==> src/rtl/core/dst_ram.sv <==
// Generic single-write, single-read RAM with registered read data.
module dst_ram #(
	parameter int WIDTH = 8,
	parameter int DEPTH = 2
) (
	input  logic                     clk,
	input  logic                     we,
	input  logic [$clog2(DEPTH)-1:0] waddr,
	input  logic [WIDTH-1:0]         wdata,
	input  logic [$clog2(DEPTH)-1:0] raddr,
	output logic [WIDTH-1:0]         rdata
);

	logic [WIDTH-1:0] mem [DEPTH];
	logic [WIDTH-1:0] rdata_q;

	always_ff @(posedge clk) begin
		if (we) begin
			mem[waddr] <= wdata;
		end
		rdata_q <= mem[raddr];
	end

	assign rdata = rdata_q;

endmodule

==> config.mk <==
export PLATFORM = sky130hd
export DESIGN_NAME = dst_ram
export DESIGN_NICKNAME = d
export VERILOG_FILES = /design/src/rtl/core/dst_ram.sv
export SDC_FILE = /design/constraint.sdc
export NUM_CORES = 1
export LEC_CHECK = 0
export ABC_AREA = 1
export ABC_CLOCK_PERIOD_IN_PS = 800
export BUFFER_PORTS_ARGS = -buffer_cell sky130_fd_sc_hd__buf_2
export CORE_MARGIN = 2
export CORE_UTILIZATION = 43
export DETAILED_ROUTE_END_ITERATION = 10
export PLACE_DENSITY = 0.77
export SYNTH_ARGS = -nofsm -noshare
export SYNTH_HDL_FRONTEND = slang
export SYNTH_SLANG_ARGS = --single-unit
==> constraint.sdc <==
create_clock -name clk -period 0.8 [get_ports clk]
set_input_delay 0.04 -clock clk [delete_from_list [all_inputs] [get_ports clk]]
set_output_delay 0.04 -clock clk [all_outputs]
set_load 0.01 [all_outputs]
-- Word level (Yosys, flattened, before mapping)
Memories as Yosys holds them, arrays and structs flattened. A register that Yosys moved wholly into a read port is not among the register bits.
Cells that the tools add are included.
- output and inout bits: 8
- memories: 1
- bits in writable memories: 16
- bits in registers: 0
- memory list (name ; words ; width ; read ports ; clocked after memory_dff ; wr ports ; line ; text):
    mem ; 2 ; 8 ; 1 ; 1 ; 1 ; 14 ; logic [WIDTH-1:0] mem [DEPTH];
- muxes and demuxes: 2
- operators with widths (cell ; number):
    2-to-1 mux 1 bit ; 2

-- Depth between registers and ports, before layout
- word-level depth: 2
- depth in mapped cells: 4

-- Least setup slack after synthesis
No wires, ideal clock.
- path kind: input to register
- from: input port we
- to: memory mem[0][0] (enable)
- stages: 2
- path buffers: 0
- path slack: 0.000 ns
- required time: 0.429 ns
- library setup time: 0.371 ns
- arrival: 0.429 ns
- cells stage by stage: inv_1 > nor2_1
- longest elaborated chain between the ends: 2
- RTL lines (what ; line ; text):
    from (decl) ; 7 ; input logic we,
    2-to-1 mux 1 bit ; 18 ; if (we) begin
    2-to-1 mux 1 bit (implied by the code) ; 19 ; mem[waddr] <= wdata;
    to (decl) ; 14 ;
Every way passes these cells.

-- Worst setup path after layout
- from: register rdata_q[7], in the netlist rdata[7] (read register of mem)
- to: output port rdata[7]
- RTL lines (what ; line ; text):
    from (decl) ; 15 ; logic [WIDTH-1:0] rdata_q;
    to (decl) ; 11 ; output logic [WIDTH-1:0] rdata
No word-level cell between the ends.

==> impl_metrics.yaml <==
status:
  status: "finished, final reports clean"
pwr:
  power.internal_mw: 1.706
  ir_drop_mv: 1.052
  combinationalPowerShare: 0.096
  power_frac_seq: 0.678
  p_sw_mw: 0.4285
  powerDensity_mw_per_mm2: 2122
  power_switching_share: 0.2008
  power.leakage_nw: 0.4463
  p_clk_frac: 0.226
  total_power_mw: 2.134
clock_network:
  cts_sinks: 24
  cts-root-buf: "clkbuf_4"
  clock_path_buffers: 2
  path_clk_slew_ns: 0.11
  clk_latency_ns: 0.29
  htreeDepth: 1
  tritoncts: "done"
  cts-buffers-inserted: 3
worst_setup_path:
  worst-path-buf-inv: 1
  rr_startpoint: "mem[0][5]$_DFFE_PP_"
  slowest_stage: "dfxtp_2"
  critPathCaptureType: "output port"
  r2r_end: "rdata[5]$_DFF_P_"
  path_max_fanout: 1
  r2r.worst_path.cells: 2
  worst_ep_required_time_ns: 0.76
  slowest_delay_ns: 0.34
  worstSetupPathType: "reg2out"
  arrival_ns: 0.74
  crit_chain: "buf_6"
  rrSetupSlack_ns: 0.20
  path_delay_family: "flip-flops"
  cp-start-kind: "register"
cells_and_area:
  n_antenna_cell: 0
  layout-drive-gt1-share: 0.3333
  synthToLayoutAreaGrowth_pct: 32.24
  stdcell_count: 101
  fin_util: 0.5956
  layout_common_cells: "nand2_1 (25), edfxtp_1 (16), buf_2 (15)"
  nets: 98
  final_common_cell: "nand2_1"
hold_path:
  hold_depth: 3
  hold_class: "in2reg"
  min_from: "raddr"
  hold_path_end: "rdata[1]$_DFF_P_"
route:
  top_layer_used: "met3"
  vias: 448
  wl_met1_um: 506
  drc: 0
  met3_length_um: 52
  wl_mm: 1.167
  post_drt_wl_per_cell_um: 11.55
  drt-initial-drc-count: 8
  firstDrtPassIters: 4
  ant_nets: 0
  wl_met2_um: 608
  detail_route.vias_per_cell: 4.436
placement:
  gp_congestion: 0.6210
  numPortBuffers: 19
  dp_slack_ns: 0.02086
  placed_cells: 90
sta:
  report.final.slew_viol_count: 0
  rsz0062_at_grt: "true"
  relSlewSlack: 0.7816
  finalSetupViolCount: 0
  fmax_mhz: 1280
  fin_ws_ns: 0.01895
  fin_crit_sh: 0.9763
  hold_viol_final: 0
  finalSetupTns_ns: 0
  period_needed_ns: 0.7810
  fin_worst_skew_ns: 0.001293
  max_slew.worst_pin.slew_ns: 0.3273
global_routing:
  antenna_found_initial: 0
  grt_max_degree: 13
  track_usage: 0.1172
  grt_pass1_vias: 439
  grt_pass1_wl_mm: 1.649
  gr-total-overflow: 0
die:
  rows: 15
  core_mm2: 0.001689
  die_area_mm2: 0.002122
  die_w_um: 46.06
  die_height_um: 46.06
  start_util: 0.4504
  pin_count: 20
yosys:
  syn_avg_cell_area_um2: 14.09
  ys.warnings.count: 0
  yosysTopAreaCell: "edfxtp_1"
  ys_top_cells_by_area: "edfxtp_1 (63%), dfxtp_1 (21%), nand2_1 (12%)"
  syn_area_um2: 760.7
  synth_top_cell_area_share: 0.6316
  ys_seq_area_frac: 0.8421
  ys_types: 7
  syn_inst: 54
  syn_nets: 66
  ys_ff_latch: 24
run:
  max_cap_violations: 0
## kinds of logic after synthesis
| kind of cell | share of synthesized area |
|---|---|
| flops | 0.8421 |
| buf+inv | 0.02960 |
| simple gates | 0.1283 |
## synth_stat cells
cell type  count
inv_2          1
nor2_1         1
dfxtp_1        8
inv_1          2
edfxtp_1      16
nand2_1       25
buf_6          1
## timing repair
item                                    4_1_cts  5_1_grt
hold endpoints to repair                     16        0
resized for setup                             0        8
hold buffers                                  8        0
buffers inserted                              0        0
endpoints found under the setup margin        2        8
## sequential cells by signal, indices dropped and copies added (netlist names)
| signal | count |
|---|---|
| mem | 16 |
| rdata | 8 |
## power by group through the flow
stage | clock network [mW] | registers, mW | logic [mW]
floorplan | 0 | 1.49 | 0.0573
global placement | 0 | 1.46 | 0.150
detailed placement | 0 | 1.47 | 0.157
CTS | 0.504 | 1.44 | 0.187
global route | 0.544 | 1.46 | 0.227
finish | 0.482 | 1.45 | 0.204
## layout make-up
type / instances / area [um2]
repair buffers: 28 / 207.7
multi-input cells: 26 / 97.59
inverters: 3 / 11.26
fillers: 141 / 683.2
well taps: 17 / 21.27
clock buffers: 3 / 22.52
flip-flops and latches: 24 / 645.6
## worst reg2reg max path, delay by kind of cell, from the launching register on
kind / cells / cell delay [ns]
simple gates: 2 / 0.12
flops: 1 / 0.40
## stage by stage
stage	instance area, um2	hold slack [ns]
floorplan	760.7	0.1389
detailed placement	873.3	0.2352
global route	1006	0.03761
CTS	975.9	0.03744
global placement	873.3	0.2316
finish	1006	0.04454
## worst max path at each step
stage                     slack (ns)  depth (start not counted)                  end        startpoint
final                           0.02                          1             rdata[7]  rdata[7]$_DFF_P_
after global placement          0.07                          3  mem[1][2]$_DFFE_PP_             waddr
after global routing           -0.03                          1             rdata[4]  rdata[4]$_DFF_P_
after detailed placement        0.02                          3  mem[1][4]$_DFFE_PP_             waddr
after floorplan               0.0001                          2  mem[0][0]$_DFFE_PP_                we
after CTS                     -0.003                          1             rdata[7]  rdata[7]$_DFF_P_
## per-layer routing
| layer | vias to the layer above | GRT usage |
|---|---|---|
| li1 | 234 | - |
| met1 | 198 | 0.1266 |
| met2 | 16 | 0.2000 |
| met3 | 0 | 0.03529 |
| met4 | 0 | 0.06857 |
| met5 | - | 0 |
(Power assumes the default switching activity.)
