--- src/rtl/core/dst_pkg.sv ---
// Shared types and constants for the daily sighting tracker.
package dst_pkg;

	localparam int DEFAULT_TABLE_DEPTH = 128;

	localparam int ADDR_W  = 24;
	localparam int COUNT_W = 16;
	localparam int TIME_W  = 32;
	localparam int DAY_W   = 16;

	localparam logic [COUNT_W-1:0] COUNT_MAX = '1;

	localparam logic [TIME_W-1:0] RETURN_GAP_RESET     = 32'd300000;
	localparam logic [TIME_W-1:0] RETURN_DISPLAY_RESET = 32'd600000;

	localparam logic [0:0] CFG_RETURN_GAP     = 1'b0;
	localparam logic [0:0] CFG_RETURN_DISPLAY = 1'b1;

	typedef enum logic {
		OP_RECORD = 1'b0,
		OP_QUERY  = 1'b1
	} opcode_t;

	typedef enum logic [1:0] {
		CLASS_NEW       = 2'd0,
		CLASS_RETURNING = 2'd1,
		CLASS_SEEN      = 2'd2
	} sight_class_t;

	typedef enum logic [1:0] {
		ST_IDLE,
		ST_SCAN,
		ST_HIT,
		ST_MISS
	} state_t;

	typedef struct packed {
		opcode_t             op;
		logic [ADDR_W-1:0]   address;
		logic                address_present;
		logic [TIME_W-1:0]   now_ms;
		logic                time_valid;
		logic [DAY_W-1:0]    day_number;
	} item_t;

	typedef struct packed {
		logic [COUNT_W-1:0] count;
		logic [TIME_W-1:0]  last_seen;
		logic [TIME_W-1:0]  returned_at;
		logic [TIME_W-1:0]  gap;
	} entry_t;

	typedef struct packed {
		logic               found;
		logic [COUNT_W-1:0] sight_count;
		sight_class_t       sight_class;
		logic [TIME_W-1:0]  gap_ms;
		logic               dropped;
	} result_t;

endpackage

--- src/rtl/core/dst_engine.sv ---
// Search and update sequencer: linear scan of the table, then read-modify-write.
module dst_engine #(
	parameter int TABLE_DEPTH = dst_pkg::DEFAULT_TABLE_DEPTH
) (
	input  logic                           clk,
	input  logic                           arst_n,
	input  logic                           start,
	input  dst_pkg::item_t                 item,
	input  logic [dst_pkg::TIME_W-1:0]     return_gap,
	input  logic [dst_pkg::TIME_W-1:0]     return_display,
	output logic                           busy,
	output logic [$clog2(TABLE_DEPTH)-1:0] mem_raddr,
	input  logic [dst_pkg::ADDR_W-1:0]     addr_rdata,
	input  dst_pkg::entry_t                ent_rdata,
	output logic                           addr_we,
	output logic                           ent_we,
	output logic [$clog2(TABLE_DEPTH)-1:0] mem_waddr,
	output logic [dst_pkg::ADDR_W-1:0]     addr_wdata,
	output dst_pkg::entry_t                ent_wdata,
	output dst_pkg::result_t               result,
	output logic                           done
);

	import dst_pkg::*;

	localparam int IW = $clog2(TABLE_DEPTH);
	localparam int CW = $clog2(TABLE_DEPTH + 1);

	state_t            state_q, state_d;
	item_t             item_q;
	entry_t            ent_q;
	logic [IW-1:0]     scan_q;
	logic [IW-1:0]     hit_idx_q;
	logic [CW-1:0]     used_q;
	logic [DAY_W-1:0]  stored_day_q;
	logic              day_known_q;
	result_t           res_q, res_d;
	logic              done_q, done_d;

	logic              accept;
	logic              clear_day;
	logic              table_empty;
	logic              match;
	logic              scan_last;
	logic              full;
	logic              is_record;
	logic              is_return;
	logic [TIME_W-1:0] gap_now;
	logic [TIME_W-1:0] since_ret;
	entry_t            upd;
	entry_t            fresh;
	sight_class_t      cls;

	assign accept    = (state_q == ST_IDLE) && start;
	assign clear_day = item.address_present && (item.op == OP_RECORD) && item.time_valid
		&& (!day_known_q || (item.day_number != stored_day_q));
	assign table_empty = clear_day || (used_q == '0);
	assign match     = (addr_rdata == item_q.address);
	assign scan_last = (CW'(scan_q) == (used_q - CW'(1)));
	assign full      = (used_q == CW'(TABLE_DEPTH));
	assign is_record = (item_q.op == OP_RECORD);

	// entry update on a hit, and its class as a query would see it
	always_comb begin
		gap_now   = item_q.now_ms - ent_q.last_seen;
		since_ret = item_q.now_ms - ent_q.returned_at;
		is_return = is_record && (gap_now > return_gap);
		upd       = ent_q;
		if (is_record) begin
			upd.last_seen = item_q.now_ms;
		end
		if (is_return) begin
			upd.returned_at = item_q.now_ms;
			upd.gap         = gap_now;
			if (ent_q.count != COUNT_MAX) begin
				upd.count = ent_q.count + COUNT_W'(1);
			end
		end
		if (upd.count <= COUNT_W'(1)) begin
			cls = CLASS_NEW;
		end else if (is_return ? (return_display != '0) : (since_ret < return_display)) begin
			cls = CLASS_RETURNING;
		end else begin
			cls = CLASS_SEEN;
		end
		fresh.count       = COUNT_W'(1);
		fresh.last_seen   = item_q.now_ms;
		fresh.returned_at = '0;
		fresh.gap         = '0;
	end

	always_comb begin
		state_d = state_q;
		unique case (state_q)
			ST_IDLE: begin
				if (start && item.address_present
					&& !((item.op == OP_RECORD) && !item.time_valid)) begin
					state_d = table_empty ? ST_MISS : ST_SCAN;
				end
			end
			ST_SCAN: begin
				if (match) begin
					state_d = ST_HIT;
				end else if (scan_last) begin
					state_d = ST_MISS;
				end
			end
			ST_HIT:  state_d = ST_IDLE;
			ST_MISS: state_d = ST_IDLE;
		endcase
	end

	always_comb begin
		addr_we   = 1'b0;
		ent_we    = 1'b0;
		mem_waddr = hit_idx_q;
		ent_wdata = upd;
		res_d     = '0;
		done_d    = 1'b0;
		mem_raddr = (state_q == ST_SCAN) ? scan_q + IW'(1) : '0;
		unique case (state_q)
			ST_IDLE: begin
				if (start && !item.address_present) begin
					done_d = 1'b1;
				end else if (start && (item.op == OP_RECORD) && !item.time_valid) begin
					done_d        = 1'b1;
					res_d.dropped = 1'b1;
				end
			end
			ST_SCAN: begin
			end
			ST_HIT: begin
				done_d            = 1'b1;
				ent_we            = is_record;
				res_d.found       = 1'b1;
				res_d.sight_count = upd.count;
				res_d.sight_class = cls;
				res_d.gap_ms      = (cls == CLASS_RETURNING) ? upd.gap : '0;
			end
			ST_MISS: begin
				done_d = 1'b1;
				if (is_record) begin
					if (full) begin
						res_d.dropped = 1'b1;
					end else begin
						addr_we           = 1'b1;
						ent_we            = 1'b1;
						mem_waddr         = used_q[IW-1:0];
						ent_wdata         = fresh;
						res_d.sight_count = COUNT_W'(1);
						res_d.sight_class = CLASS_NEW;
					end
				end
			end
		endcase
	end

	always_ff @(posedge clk or negedge arst_n) begin
		if (!arst_n) begin
			state_q      <= ST_IDLE;
			used_q       <= '0;
			stored_day_q <= '0;
			day_known_q  <= 1'b0;
			done_q       <= 1'b0;
		end else begin
			state_q <= state_d;
			done_q  <= done_d;
			if (accept && clear_day) begin
				stored_day_q <= item.day_number;
				day_known_q  <= 1'b1;
				used_q       <= '0;
			end else if ((state_q == ST_MISS) && is_record && !full) begin
				used_q <= used_q + CW'(1);
			end
		end
	end

	always_ff @(posedge clk) begin
		res_q <= res_d;
		if (accept) begin
			item_q <= item;
			scan_q <= '0;
		end else if (state_q == ST_SCAN) begin
			scan_q <= scan_q + IW'(1);
		end
		if ((state_q == ST_SCAN) && match) begin
			ent_q     <= ent_rdata;
			hit_idx_q <= scan_q;
		end
	end

	assign addr_wdata = item_q.address;
	assign busy       = (state_q != ST_IDLE);
	assign result     = res_q;
	assign done       = done_q;

endmodule

--- config.mk ---
export PLATFORM = sky130hd
export DESIGN_NAME = dst_engine
export DESIGN_NICKNAME = d
export VERILOG_FILES = /design/src/rtl/core/dst_pkg.sv /design/src/rtl/core/dst_engine.sv
export SDC_FILE = /design/constraint.sdc
export NUM_CORES = 1
export LEC_CHECK = 0
export ABC_AREA = 1
export BUFFER_PORTS_ARGS = -buffer_cell sky130_fd_sc_hd__buf_2
export CORE_ASPECT_RATIO = 2
export CORE_UTILIZATION = 35
export DETAILED_ROUTE_END_ITERATION = 7
export GPL_ROUTABILITY_DRIVEN = 1
export PLACE_DENSITY = 0.6
export REMOVE_ABC_BUFFERS = 1
export SYNTH_ARGS = -nofsm -noshare
export SYNTH_HDL_FRONTEND = slang
export SYNTH_SLANG_ARGS = --single-unit
--- constraint.sdc ---
create_clock -name clk -period 12.3 [get_ports clk]
set_input_delay 2.46 -clock clk [delete_from_list [all_inputs] [get_ports clk]]
set_output_delay 2.46 -clock clk [all_outputs]
set_load 0.1 [all_outputs]
Word-level counts from Yosys, hierarchy flattened
Cells that the tools add are included.

operators by class
  reductions and logical operators = 30
  bitwise gates (word level) = 2
  order comparisons = 3
  equality and inequality tests = 11
  mux-type cells = 36
  $add $sub $neg = 6

operators by type and width
  cell                   number
  $mux 112               3
  $mux 64                1
  $sub 32x32->32         2
  $pmux 18 s2            1
  $gt 32x32->1           1
  $lt 32x32->1           1
  $mux 16                2
  $mux 32                1
  $reduce_bool 32->1     1
  $mux 7                 4
  $eq 24x24->1           1
  $mux 18                1
  $add 16x1->16 const B  1
  $le 16x1->1 const B    1
  $mux 8                 2
  $ne 16x16->1           1
  $ne 16x16->1 const B   1
  $logic_and 1x1->1      15
  $mux 2                 6
  $mux 1                 10
  $add 8x1->8 const B    1
  $eq 7x8->1             1
  $eq 8x8->1 const B     1
  $logic_not 8->1        1
  16 further kinds       28

storage, ports and cells
  input bits = 278
  logic and storage cells = 107
  flip-flop bits (word level) = 263
  output and inout bits = 206

Depth between registers and ports, before layout
Gate-level depths: netlist of the first run.

  depth after elaboration = 8
  depth in mapped cells = 35
  mapped depth without buffers = 34

Worst setup path after synthesis of the first run
Ideal clock, no wire load.

  path type = input-to-reg
  start point = input addr_rdata[9] in the netlist's numbering
  end point = register ent_q[0] in the netlist's numbering (enable)
  path slack = 3.508 ns
  required time = 11.701 ns
  setup time = 0.599 ns
  arrival = 8.194 ns
  path buffers = 0
  stages on the path = 4
  cell sequence = or2_2 > a2111oi_0 > nand3_1 > nor2_1

on the way
  word-level cells in the longest chain between the ends = 2

ends and longest elaborated chain
  element               RTL line           RTL
  start, declared       dst_engine.sv:13   input logic [dst_pkg::ADDR_W-1:0] addr_rdata,
  $eq 24x24->1          dst_engine.sv:58   assign match = (addr_rdata == item_q.address);
  $logic_and 1x1->1     dst_engine.sv:186  if ((state_q == ST_SCAN) && match) begin
  end signal, assigned  dst_engine.sv:187  ent_q <= ent_rdata;
  end, declared         dst_engine.sv:31   entry_t ent_q;

No other way between the ends.
A chain may end at the register's enable or synchronous reset.

==> impl_metrics.tcl, run 1 <==
set metrics [dict create \
    total_switching_power_mw 2.57 \
    power_frac_seq 0.255 \
    routed_wl_mm 58.2 \
    maximum_clock_insertion_buffer_count 3 \
    power.combinational.fraction 0.567 \
    cts_buffers 27 \
    place_worst_setup_slack_ns 3.60 \
    pwr_density_cell_mw_per_mm2 227 \
    rr_startpoint "fresh[64]" \
    worstMarginPinSlew_ns 1.20 \
    avgSynthCellArea_sq_um 8.41 \
    final_period_minus_worst_setup_slack_ns 9.16 \
    ys_types 53 \
    cts.reportedPaths.clkPinSlew_ns 0.07 \
    cts_root_buf "sky130_fd_sc_hd__clkbuf_16" \
    setup_slack_ns 3.14 \
    h-tree-depth 1 \
    fp.dieH_microns 308 \
    crit_path_end_kind "primary output" \
    drc_markers 0 \
    status "completed" \
    worstHoldStart "day_known_q" \
    io-pin-count 484 \
    timing.reg2reg.setup_slack_ns 5.83 \
    yosys_most_used_dff "sky130_fd_sc_hd__edfxtp_1" \
    synthesized_flop_and_latch_total 263 \
    route.detailed.vias_per_inst 4.86 \
    congestion_overflow_gr 0 \
    internal-power_mw 2.02 \
    post-route-period-util 0.745 \
    nNetsFinal 2824 \
    power.share.clock 0.179 \
    cellLeakagePower_nw 10.0 \
    cp_startpoint_kind "register" \
    chipWidth_microns 155 \
    setup.worst_path.start "fresh[64]" \
    crit_required_ns 9.84 \
    flow.area_growth_from_synthesis_pct 23.1 \
    fmax_ghz 0.109 \
    wire_length_of_the_first_global_routing_pass_mm 85.4 \
    iter_0_drt_violations 706 \
    num-fill-cells 4742 \
    cts_tree "done" \
    max-cap-violations 0 \
    initial_core_util 0.353 \
    ys_seq_area_frac 0.436 \
    sw_frac_of_total 0.560 \
    layout.core_utilization 0.435 \
    coreArea_sq_mm 0.0465 \
    layout_common_cells "sky130_fd_sc_hd__buf_2 (483), sky130_fd_sc_hd__nand2_1 (330), sky130_fd_sc_hd__inv_1 (291), sky130_fd_sc_hd__nor2_1 (211), sky130_fd_sc_hd__a21oi_1 (179)" \
    layout-drive-gt1-share 0.237 \
    commonest_non_fill_non_tap_cell_in_the_layout "sky130_fd_sc_hd__buf_2" \
    gp_congestion 0.981 \
    cp.arrival_ns 6.70 \
    finClkSkew_ns 0.0221 \
    type_of_the_worst_min_delay_path "reg -> reg" \
    routedWlPerCell_microns 19.0 \
    rows 112 \
    timing.critical_path.fanout_max 50 \
    max_slew_margin 0.196 \
    insertion_delay_ns 0.59 \
    async_reset_ff_frac 0.106 \
    drt_pre_antenna_iters 5 \
    io_buffer_count 483 \
    cts_num_sinks 263 \
    route.antenna.remaining_nets 0 \
    timing_worst_setup_path_type "reg -> out" \
    synth-edff-count 176 \
    grt_setup_unrepaired "false" \
    first_global_vias 15100 \
    antenna_found_initial 10 \
    postcts_resize_cnt 0 \
    cts_hold_buf 0 \
    fin_tns_setup_ns 0 \
    grt_max_degree 68 \
    finalSetupViolations 0 \
    hold_viol_final 0 \
    irDropWorstVdd_mv 0.153 \
    post_cts.repair.setup_buffers 0 \
    place.detailed.hpwl_mm 48.0 \
    netlist_instances 1954 \
    detailroute.via_count 14900 \
    slew_violations 0 \
    synth_warnings 0 \
    grt_use_total 0.241 \
    synth.cell_area_sq_mm 0.0164 \
    fp.dieArea_sq_mm 0.0479 \
]
==> final timing paths <==
| path | to | cells past startpoint |
|---|---|---|
| setup / recovery | ent_wdata[42] | 26 |
| hold / removal | day_known_q | 1 |
| setup reg to reg | result[8] | 28 |
| hold reg to reg | day_known_q | 1 |
| max in group asynchronous | stored_day_q[1] | 1 |
| min in group asynchronous | used_q[1] | 1 |
==> cell usage after synthesis, types with 19 or more instances <==
cell type	number	area [sq um]
sky130_fd_sc_hd__dfxtp_1	59	1180
sky130_fd_sc_hd__mux2i_1	19	190
sky130_fd_sc_hd__nand2_1	330	1240
sky130_fd_sc_hd__a21oi_1	179	896
sky130_fd_sc_hd__buf_4	26	195
sky130_fd_sc_hd__ha_1	135	1690
sky130_fd_sc_hd__inv_1	292	1100
sky130_fd_sc_hd__clkbuf_1	29	109
sky130_fd_sc_hd__edfxtp_1	176	5290
sky130_fd_sc_hd__xnor2_1	41	359
sky130_fd_sc_hd__nor3_1	33	165
sky130_fd_sc_hd__nand3_1	69	345
sky130_fd_sc_hd__nor2_1	213	800
sky130_fd_sc_hd__xor2_1	67	587
sky130_fd_sc_hd__o21ai_0	118	591
sky130_fd_sc_hd__dfrtp_1	28	701
==> worst max-delay path, cell delays in order, from the launching register on <==
cell	delay, ns
sky130_fd_sc_hd__edfxtp_1	0.36
sky130_fd_sc_hd__inv_1	0.17
sky130_fd_sc_hd__ha_1	0.21
sky130_fd_sc_hd__inv_1	0.07
sky130_fd_sc_hd__fa_1	0.40
sky130_fd_sc_hd__nand3_1	0.11
sky130_fd_sc_hd__nand2_1	0.08
sky130_fd_sc_hd__nand2_1	0.06
sky130_fd_sc_hd__nand2_1	0.05
sky130_fd_sc_hd__nand2_1	0.18
sky130_fd_sc_hd__inv_1	0.08
sky130_fd_sc_hd__nand3_1	0.08
sky130_fd_sc_hd__nand3_1	0.21
sky130_fd_sc_hd__a21o_1	0.23
sky130_fd_sc_hd__xor2_1	0.36
sky130_fd_sc_hd__inv_1	0.10
sky130_fd_sc_hd__ha_1	0.29
sky130_fd_sc_hd__nand2_1	0.06
sky130_fd_sc_hd__nor2_1	0.14
sky130_fd_sc_hd__nand2_1	0.20
sky130_fd_sc_hd__nor2_4	0.24
sky130_fd_sc_hd__a31oi_4	0.23
sky130_fd_sc_hd__nand2_4	0.52
sky130_fd_sc_hd__buf_4	0.63
sky130_fd_sc_hd__o21ai_0	0.15
sky130_fd_sc_hd__a21oi_1	0.34
sky130_fd_sc_hd__buf_2	0.50
==> state kept, by name, summed over array words and instances (netlist names) <==
register and count:
state_q 2, day_known_q 1, item_q 1, result 52, fresh 32, addr_wdata 24
stored_day_q 16, ent_q 112, done 1, used_q 8, hit_idx_q 7, scan_q 7
==> power groups by stage <==
stage          combinational, mW  clock [mW]  sequential (mW)
4_1_cts                     2.62       0.850             1.17
3_3_place_gp                2.59           0             1.18
2_1_floorplan               1.64           0             1.58
5_1_grt                     2.77       0.869             1.18
6_report                    2.60       0.820             1.17
3_5_place_dp                2.61           0             1.19
==> cell type report <==
type / count / area [sq um] / area share
Inverter: 296 / 1110 / 0.0549
Clock inverter: 16 / 129 / 0.00637
Timing Repair Buffer: 492 / 2480 / 0.123
Antenna cell: 9 / 22.5 / 0.00111
Multi-Input combinational cell: 1329 / 7790 / 0.385
Tap cell: 627 / 785 / 0.0388
Sequential cell: 263 / 7170 / 0.354
Clock buffer: 34 / 732 / 0.0362
==> stage by stage <==
| stage | std cells | hold slack [ns] | power, mW | cell area [sq um] |
|---|---|---|---|---|
| after CTS | 3057 | 0.473 | 4.64 | 20200 |
| after floorplan | 1888 | 0.430 | 3.22 | 16100 |
| after global placement | 3007 | 0.447 | 3.77 | 19300 |
| final | 3066 | 0.470 | 4.59 | 20200 |
| after detailed placement | 3007 | 0.451 | 3.80 | 19300 |
| after global routing | 3065 | 0.497 | 4.82 | 20200 |
==> layer usage <==
| layer | global-route usage | vias to the layer above | part of all wire |
|---|---|---|---|
| met3 | 0.0351 | 130 | 0.050 |
| met2 | 0.479 | 522 | 0.55 |
| met4 | 0.129 | 4 | 0.051 |
| met1 | 0.232 | 6873 | 0.35 |
| met5 | 0 | - | 0.00046 |
| li1 | - | 7379 | - |
==> kinds of logic after synthesis <==
logic type / after synthesis / share of synthesized area
flops: 263 / 0.436
mux: 19 / 0.0116
fa+ha+maj: 137 / 0.105
simple gates: 710 / 0.182
compound gates: 355 / 0.117
xor+xnor: 108 / 0.0576
buf+inv: 362 / 0.0906
No activity file was read; power rests on OpenSTA's default activity.
==> inputs of run 2 (changes only) <==
==> constraint.sdc (replaced) <==
create_clock -name clk -period 9.26 [get_ports clk]
set_input_delay 1.852 -clock clk [delete_from_list [all_inputs] [get_ports clk]]
set_output_delay 1.852 -clock clk [all_outputs]
set_load 0.1 [all_outputs]
==> run 2 against run 1 <==
  * Design area barely moved
  * Final cell count fell by 0.16%
  * First-iteration DRC count rose by 12%
  * Register-to-register slack got worse by 2.8 ns
  * Utilization barely moved
  * Count of clock-buffer cells in the layout fell by 4
  * Clock skew fell by 0.0072 ns
  * Sequential power rose by 33%
==> impl_metrics.tcl, run 2 (synthesis results as in run 1) <==
set metrics [dict create \
    pwr_density_cell_mw_per_mm2 303 \
    cts.reportedPaths.clkPinSlew_ns 0.07 \
    power_frac_seq 0.254 \
    drt_pre_antenna_iters 5 \
    post_cts.repair.setup_buffers 0 \
    sw_frac_of_total 0.561 \
    first_global_vias 15200 \
    max_slew_margin 0.187 \
    post-route-period-util 0.883 \
    cts_num_sinks 263 \
    finalSetupViolations 0 \
    timing.critical_path.fanout_max 50 \
    io-pin-count 484 \
    commonest_non_fill_non_tap_cell_in_the_layout "sky130_fd_sc_hd__buf_2" \
    fp.dieH_microns 308 \
    initial_core_util 0.353 \
    timing_worst_setup_path_type "reg -> out" \
    maximum_clock_insertion_buffer_count 3 \
    iter_0_drt_violations 793 \
    cts_tree "done" \
    power_mw 6.14 \
    power.share.clock 0.183 \
    cts_buffers 27 \
    place.detailed.hpwl_mm 49.0 \
    cp_startpoint_kind "register" \
    h-tree-depth 1 \
    route.detailed.vias_per_inst 4.95 \
    routed_wl_mm 59.9 \
    fmax_ghz 0.122 \
    finClkSkew_ns 0.0150 \
    setup_slack_ns 1.08 \
    cts_root_buf "sky130_fd_sc_hd__clkbuf_16" \
    grt_setup_unrepaired "false" \
    cellLeakagePower_nw 10.0 \
    worstMarginPinSlew_ns 1.22 \
    flow.area_growth_from_synthesis_pct 23.2 \
    internal-power_mw 2.70 \
    postcts_resize_cnt 0 \
    detailroute.via_count 15200 \
    layout.core_utilization 0.435 \
    cp.arrival_ns 6.33 \
    rows 112 \
    power.combinational.fraction 0.563 \
    largest_register_ffs 112 \
    post-place-cells 3005 \
    total_switching_power_mw 3.44 \
    layout.cells.non_filler 3061 \
    place_worst_setup_slack_ns 1.67 \
    layout-drive-gt1-share 0.236 \
    max-cap-violations 0 \
    chipWidth_microns 155 \
    antenna_found_initial 8 \
    nNetsFinal 2822 \
    crit_required_ns 7.41 \
    regMostFlops "ent_q" \
    hold_viol_final 0 \
    ff2ff_path_depth 29 \
    grt_use_total 0.247 \
    grt_max_degree 94 \
    congestion_overflow_gr 0 \
    type_of_the_worst_min_delay_path "reg -> reg" \
    drc_markers 0 \
    min_path_cells 0 \
    layout_common_cells "sky130_fd_sc_hd__buf_2 (483), sky130_fd_sc_hd__nand2_1 (330), sky130_fd_sc_hd__inv_1 (291), sky130_fd_sc_hd__nor2_1 (211), sky130_fd_sc_hd__a21oi_1 (179)" \
    final_period_minus_worst_setup_slack_ns 8.18 \
    status "completed" \
    gp_congestion 0.958 \
    fin_tns_setup_ns 0 \
    fp.dieArea_sq_mm 0.0479 \
    crit_path_end_kind "primary output" \
    coreArea_sq_mm 0.0465 \
    insertion_delay_ns 0.59 \
    slew_violations 0 \
    irDropWorstVdd_mv 0.227 \
    wire_length_of_the_first_global_routing_pass_mm 87.2 \
    io_buffer_count 483 \
    route.antenna.remaining_nets 0 \
    cts_hold_buf 0 \
    routedWlPerCell_microns 19.6 \
]
## run 2: changes by cell type in the layout (fill, tap and decap cells not counted)
| cell | before | now |
|---|---|---|
| sky130_fd_sc_hd__inv_8 | 0 | 2 |
| sky130_fd_sc_hd__clkinv_1 | 2 | 4 |
| sky130_fd_sc_hd__bufinv_16 | 1 | 2 |
| sky130_fd_sc_hd__clkinv_2 | 10 | 3 |
| sky130_fd_sc_hd__buf_4 | 9 | 6 |
| sky130_fd_sc_hd__clkbuf_1 | 4 | 2 |
| sky130_fd_sc_hd__inv_16 | 1 | 0 |
| sky130_fd_sc_hd__clkinv_4 | 0 | 4 |
| sky130_fd_sc_hd__clkinvlp_4 | 1 | 3 |
| sky130_fd_sc_hd__buf_12 | 0 | 1 |
| sky130_fd_sc_hd__clkinvlp_2 | 0 | 1 |
| sky130_fd_sc_hd__clkbuf_8 | 3 | 1 |
| sky130_fd_sc_hd__diode_2 | 9 | 6 |
## run 2: per-stage QoR
stage / instance area, sq um / hold WS (ns)
floorplan: 16100 / 0.430
global route: 20200 / 0.469
detailed placement: 19300 / 0.443
global placement: 19300 / 0.439
CTS: 20200 / 0.464
finish: 20200 / 0.458
## run 2: final timing paths
check                      startpoint              end  slack [ns]
setup reg to reg            fresh[64]        result[8]        3.06
max in group asynchronous      arst_n  stored_day_q[0]        7.48
hold reg to reg             scan_q[3]     hit_idx_q[3]        0.46
min in group asynchronous      arst_n             done        1.31
hold / removal              scan_q[3]     hit_idx_q[3]        0.46
setup / recovery            fresh[64]    ent_wdata[34]        1.08
## run 2: routing by layer
metal / share of wire / routed length, microns / global-route usage / vias up
met5: 0.00018 / 11 / 0 / -
li1: - / - / - / 7362
met4: 0.049 / 2920 / 0.126 / 2
met3: 0.054 / 3210 / 0.0313 / 137
met1: 0.35 / 20700 / 0.241 / 7021
met2: 0.55 / 33100 / 0.493 / 628
## run 2: power by group through the flow
stage	registers, mW	logic, mW	clock network, mW
after floorplan	2.09	2.18	0
after global placement	1.57	3.44	0
after detailed placement	1.58	3.47	0
after CTS	1.56	3.48	1.15
after global routing	1.57	3.67	1.18
final	1.56	3.46	1.12
## run 2: cell type report
type | instances | area, sq um
fill | 4737 | 26300
multi-input combinational | 1329 | 7790
sequential | 263 | 7170
timing repair buffer | 490 | 2480
inverter | 296 | 1110
tap | 627 | 785
clock buffer | 30 | 697
clock inverter | 20 | 189
antenna | 6 | 15.0
## run 2: worst max-delay path: stages (launching register included)
cell and delay (ns):
sky130_fd_sc_hd__edfxtp_1 0.36, sky130_fd_sc_hd__inv_1 0.12, sky130_fd_sc_hd__ha_1 0.19, sky130_fd_sc_hd__inv_1 0.08, sky130_fd_sc_hd__fa_1 0.40, sky130_fd_sc_hd__nand3_1 0.10
sky130_fd_sc_hd__nand2_1 0.09, sky130_fd_sc_hd__nand2_1 0.07, sky130_fd_sc_hd__nand2_1 0.05, sky130_fd_sc_hd__nand2_1 0.13, sky130_fd_sc_hd__inv_1 0.13, sky130_fd_sc_hd__nand3_1 0.09
sky130_fd_sc_hd__nand3_1 0.18, sky130_fd_sc_hd__nand3_1 0.12, sky130_fd_sc_hd__nand3_1 0.10, sky130_fd_sc_hd__xor2_1 0.35, sky130_fd_sc_hd__inv_1 0.08, sky130_fd_sc_hd__ha_1 0.28
sky130_fd_sc_hd__nand2_1 0.06, sky130_fd_sc_hd__nor2_1 0.14, sky130_fd_sc_hd__nand2_1 0.19, sky130_fd_sc_hd__nor2_4 0.19, sky130_fd_sc_hd__a31oi_4 0.17, sky130_fd_sc_hd__nand2_4 0.49
sky130_fd_sc_hd__buf_4 0.62, sky130_fd_sc_hd__o21ai_0 0.16, sky130_fd_sc_hd__a21oi_1 0.22, sky130_fd_sc_hd__buf_2 0.47
==> inputs of run 3 (changes only) <==
--- a/config.mk
+++ b/config.mk
@@ -6,13 +6,15 @@
 export NUM_CORES = 1
 export LEC_CHECK = 0
 export ABC_AREA = 1
-export BUFFER_PORTS_ARGS = -buffer_cell sky130_fd_sc_hd__buf_2
 export CORE_ASPECT_RATIO = 2
 export CORE_UTILIZATION = 35
+export CTS_CLUSTER_SIZE = 8
 export DETAILED_ROUTE_END_ITERATION = 7
+export DONT_BUFFER_PORTS = 1
 export GPL_ROUTABILITY_DRIVEN = 1
-export PLACE_DENSITY = 0.6
+export PLACE_DENSITY = 0.51
 export REMOVE_ABC_BUFFERS = 1
+export SKIP_LAST_GASP = 1
 export SYNTH_ARGS = -nofsm -noshare
 export SYNTH_HDL_FRONTEND = slang
 export SYNTH_SLANG_ARGS = --single-unit
==> run 3 against run 2 <==
  * Clock skew up 0.0027 ns
  * Setup slack got worse by 0.32 ns
  * Via count fell by 10%
  * Critical path depth down 7
  * Clock power up 21%
  * Worst hold slack worse by 0.0050 ns
  * Final cell count shrank 12%
  * Sequential power increased by 36%
  * Sequential cell count did not move
==> impl_metrics.tcl, run 3 (synthesis results as in run 1) <==
set metrics [dict create \
    io_buffer_count 0 \
    insertion_delay_ns 0.55 \
    worstMarginPinSlew_ns 1.28 \
    power_mw 6.35 \
    crit_path_top_cell_by_count "sky130_fd_sc_hd__nand2_1" \
    drt_pre_antenna_iters 5 \
    multiInputGateArea_sq_mm 0.00819 \
    hold_viol_final 0 \
    status "completed" \
    max_slew_margin 0.150 \
    post_cts.repair.setup_buffers 0 \
    wl_met1_mm 20.2 \
    grt_setup_unrepaired "false" \
    fp.dieArea_sq_mm 0.0479 \
    post-route-period-util 0.917 \
    cp_startpoint_kind "register" \
    wire_length_of_the_first_global_routing_pass_mm 87.5 \
    crit_required_ns 7.41 \
    layout.core_utilization 0.411 \
    largest_register_ffs 112 \
    worst_hold_slack_ns 0.453 \
    cts_buffers 38 \
    initial_core_util 0.353 \
    first_global_vias 14200 \
    irDropWorstVdd_mv 0.367 \
    cp_slowest_cell "sky130_fd_sc_hd__nor2_2" \
    commonest_non_fill_non_tap_cell_in_the_layout "sky130_fd_sc_hd__nand2_1" \
    slew_violations 0 \
    seqCellArea_sq_mm 0.00717 \
    h-tree-depth 2 \
    flow.area_growth_from_synthesis_pct 16.5 \
    gp_congestion 0.954 \
    iter_0_drt_violations 800 \
    route.antenna.remaining_nets 0 \
    cts_root_buf "sky130_fd_sc_hd__clkbuf_16" \
    final_design_area_no_fill_sq_mm 0.0191 \
    cts.reportedPaths.clkPinSlew_ns 0.05 \
    chipWidth_microns 155 \
    finClkSkew_ns 0.0176 \
    critical_path.cell_chain "ha_1, nand2_1, nor2_1, inv_1, nor4_1, nand3_1, nand2_1, nand2_1, nand2_1, inv_1, ha_1, nand2_1, nor2_1, nand2_1, nor2_4, a31oi_4, nand2_4, buf_4, mux2i_1, nor2_2" \
    dpl-instance-area_sq_mm 0.0180 \
    max-cap-violations 0 \
    layout_common_cells "sky130_fd_sc_hd__nand2_1 (330), sky130_fd_sc_hd__inv_1 (291), sky130_fd_sc_hd__edfxtp_1 (176), sky130_fd_sc_hd__nor2_1 (162), sky130_fd_sc_hd__ha_1 (135)" \
    fmax_ghz 0.118 \
    grt_max_degree 100 \
    timing.critical_path.fanout_max 46 \
    num-fill-cells 4766 \
    critPathMaxStageDelay_ns 0.83 \
    finalSetupViolations 0 \
    drc_markers 0 \
    layout-drive-gt1-share 0.143 \
    rows 112 \
    met3_length_mm 3.22 \
    cts_num_sinks 263 \
    routedWlPerCell_microns 22.6 \
    io-pin-count 484 \
    pwr_density_cell_mw_per_mm2 332 \
    cts_tree "done" \
    nNetsFinal 2435 \
    crit_path_end_kind "primary output" \
    regMostFlops "ent_q" \
    cp.arrival_ns 6.64 \
    postcts_resize_cnt 0 \
    grt_use_total 0.251 \
    type_of_the_worst_min_delay_path "reg -> reg" \
    final_period_minus_worst_setup_slack_ns 8.50 \
    fp.dieH_microns 308 \
    timing_worst_setup_path_type "reg -> out" \
    detailroute.via_count 13600 \
    maximum_clock_insertion_buffer_count 3 \
    cts_hold_buf 0 \
    congestion_overflow_gr 0 \
    route.detailed.vias_per_inst 5.08 \
    coreArea_sq_mm 0.0465 \
    topRoutingLayerUsed "met5" \
    antenna_found_initial 12 \
    place.detailed.hpwl_mm 49.1 \
    cellLeakagePower_nw 8.61 \
    routed_met2_length_mm 34.5 \
    routed_wl_mm 60.5 \
]
==> run 3: path summary, 6_finish.rpt <==
| kind | startpoint | endpoint | slack (ns) | depth (start not counted) |
|---|---|---|---|---|
| worst max-delay path | fresh[87] | ent_wdata[9] | 0.76 | 20 |
| worst min-delay path | scan_q[3] | hit_idx_q[3] | 0.45 | 0 |
| worst max register to register | fresh[87] | result[16] | 2.47 | 26 |
| worst min register to register | scan_q[3] | hit_idx_q[3] | 0.45 | 0 |
| max in group asynchronous | arst_n | stored_day_q[0] | 8.17 | 0 |
| min in group asynchronous | arst_n | used_q[0] | 1.00 | 0 |
==> run 3: where the power goes <==
group	switching, mW	total (mW)	internal (mW)
logic	2.24	2.87	0.632
registers	0.683	2.12	1.44
clock network	0.545	1.36	0.817
total	3.47	6.35	2.88
==> run 3: cell type report <==
type                       instances  area share
antenna                            8     0.00105
tap                              627      0.0410
timing repair buffer              92      0.0386
inverter                         296      0.0580
multi-input combinational       1329       0.428
clock buffer                      69      0.0591
sequential                       263       0.374
==> run 3: worst max-delay path: cells and delay by family (launching register included) <==
kind	cells	cell delay, ns
adders and majority gates	2	0.70
and+or+nand+nor	13	3.81
DFF	1	0.53
muxes	1	0.19
buffers and inverters	3	0.67
AOI/OAI and AO/OA	1	0.17
==> run 3: per-layer routing <==
| layer | global-route usage | up-vias |
|---|---|---|
| li1 | - | 6594 |
| met1 | 0.236 | 6425 |
| met5 | 0 | - |
| met4 | 0.123 | 8 |
| met2 | 0.508 | 492 |
| met3 | 0.0454 | 118 |
==> run 3: through the flow <==
step | setup TNS (ns) | setup slack (ns) | instances
final | 0 | 0.765 | 2684
after global routing | 0 | 0.356 | 2683
after CTS | 0 | 0.690 | 2676
after detailed placement | 0 | 1.30 | 2607
after global placement | 0 | 1.32 | 2607
after floorplan | -0.892 | -0.785 | 1888
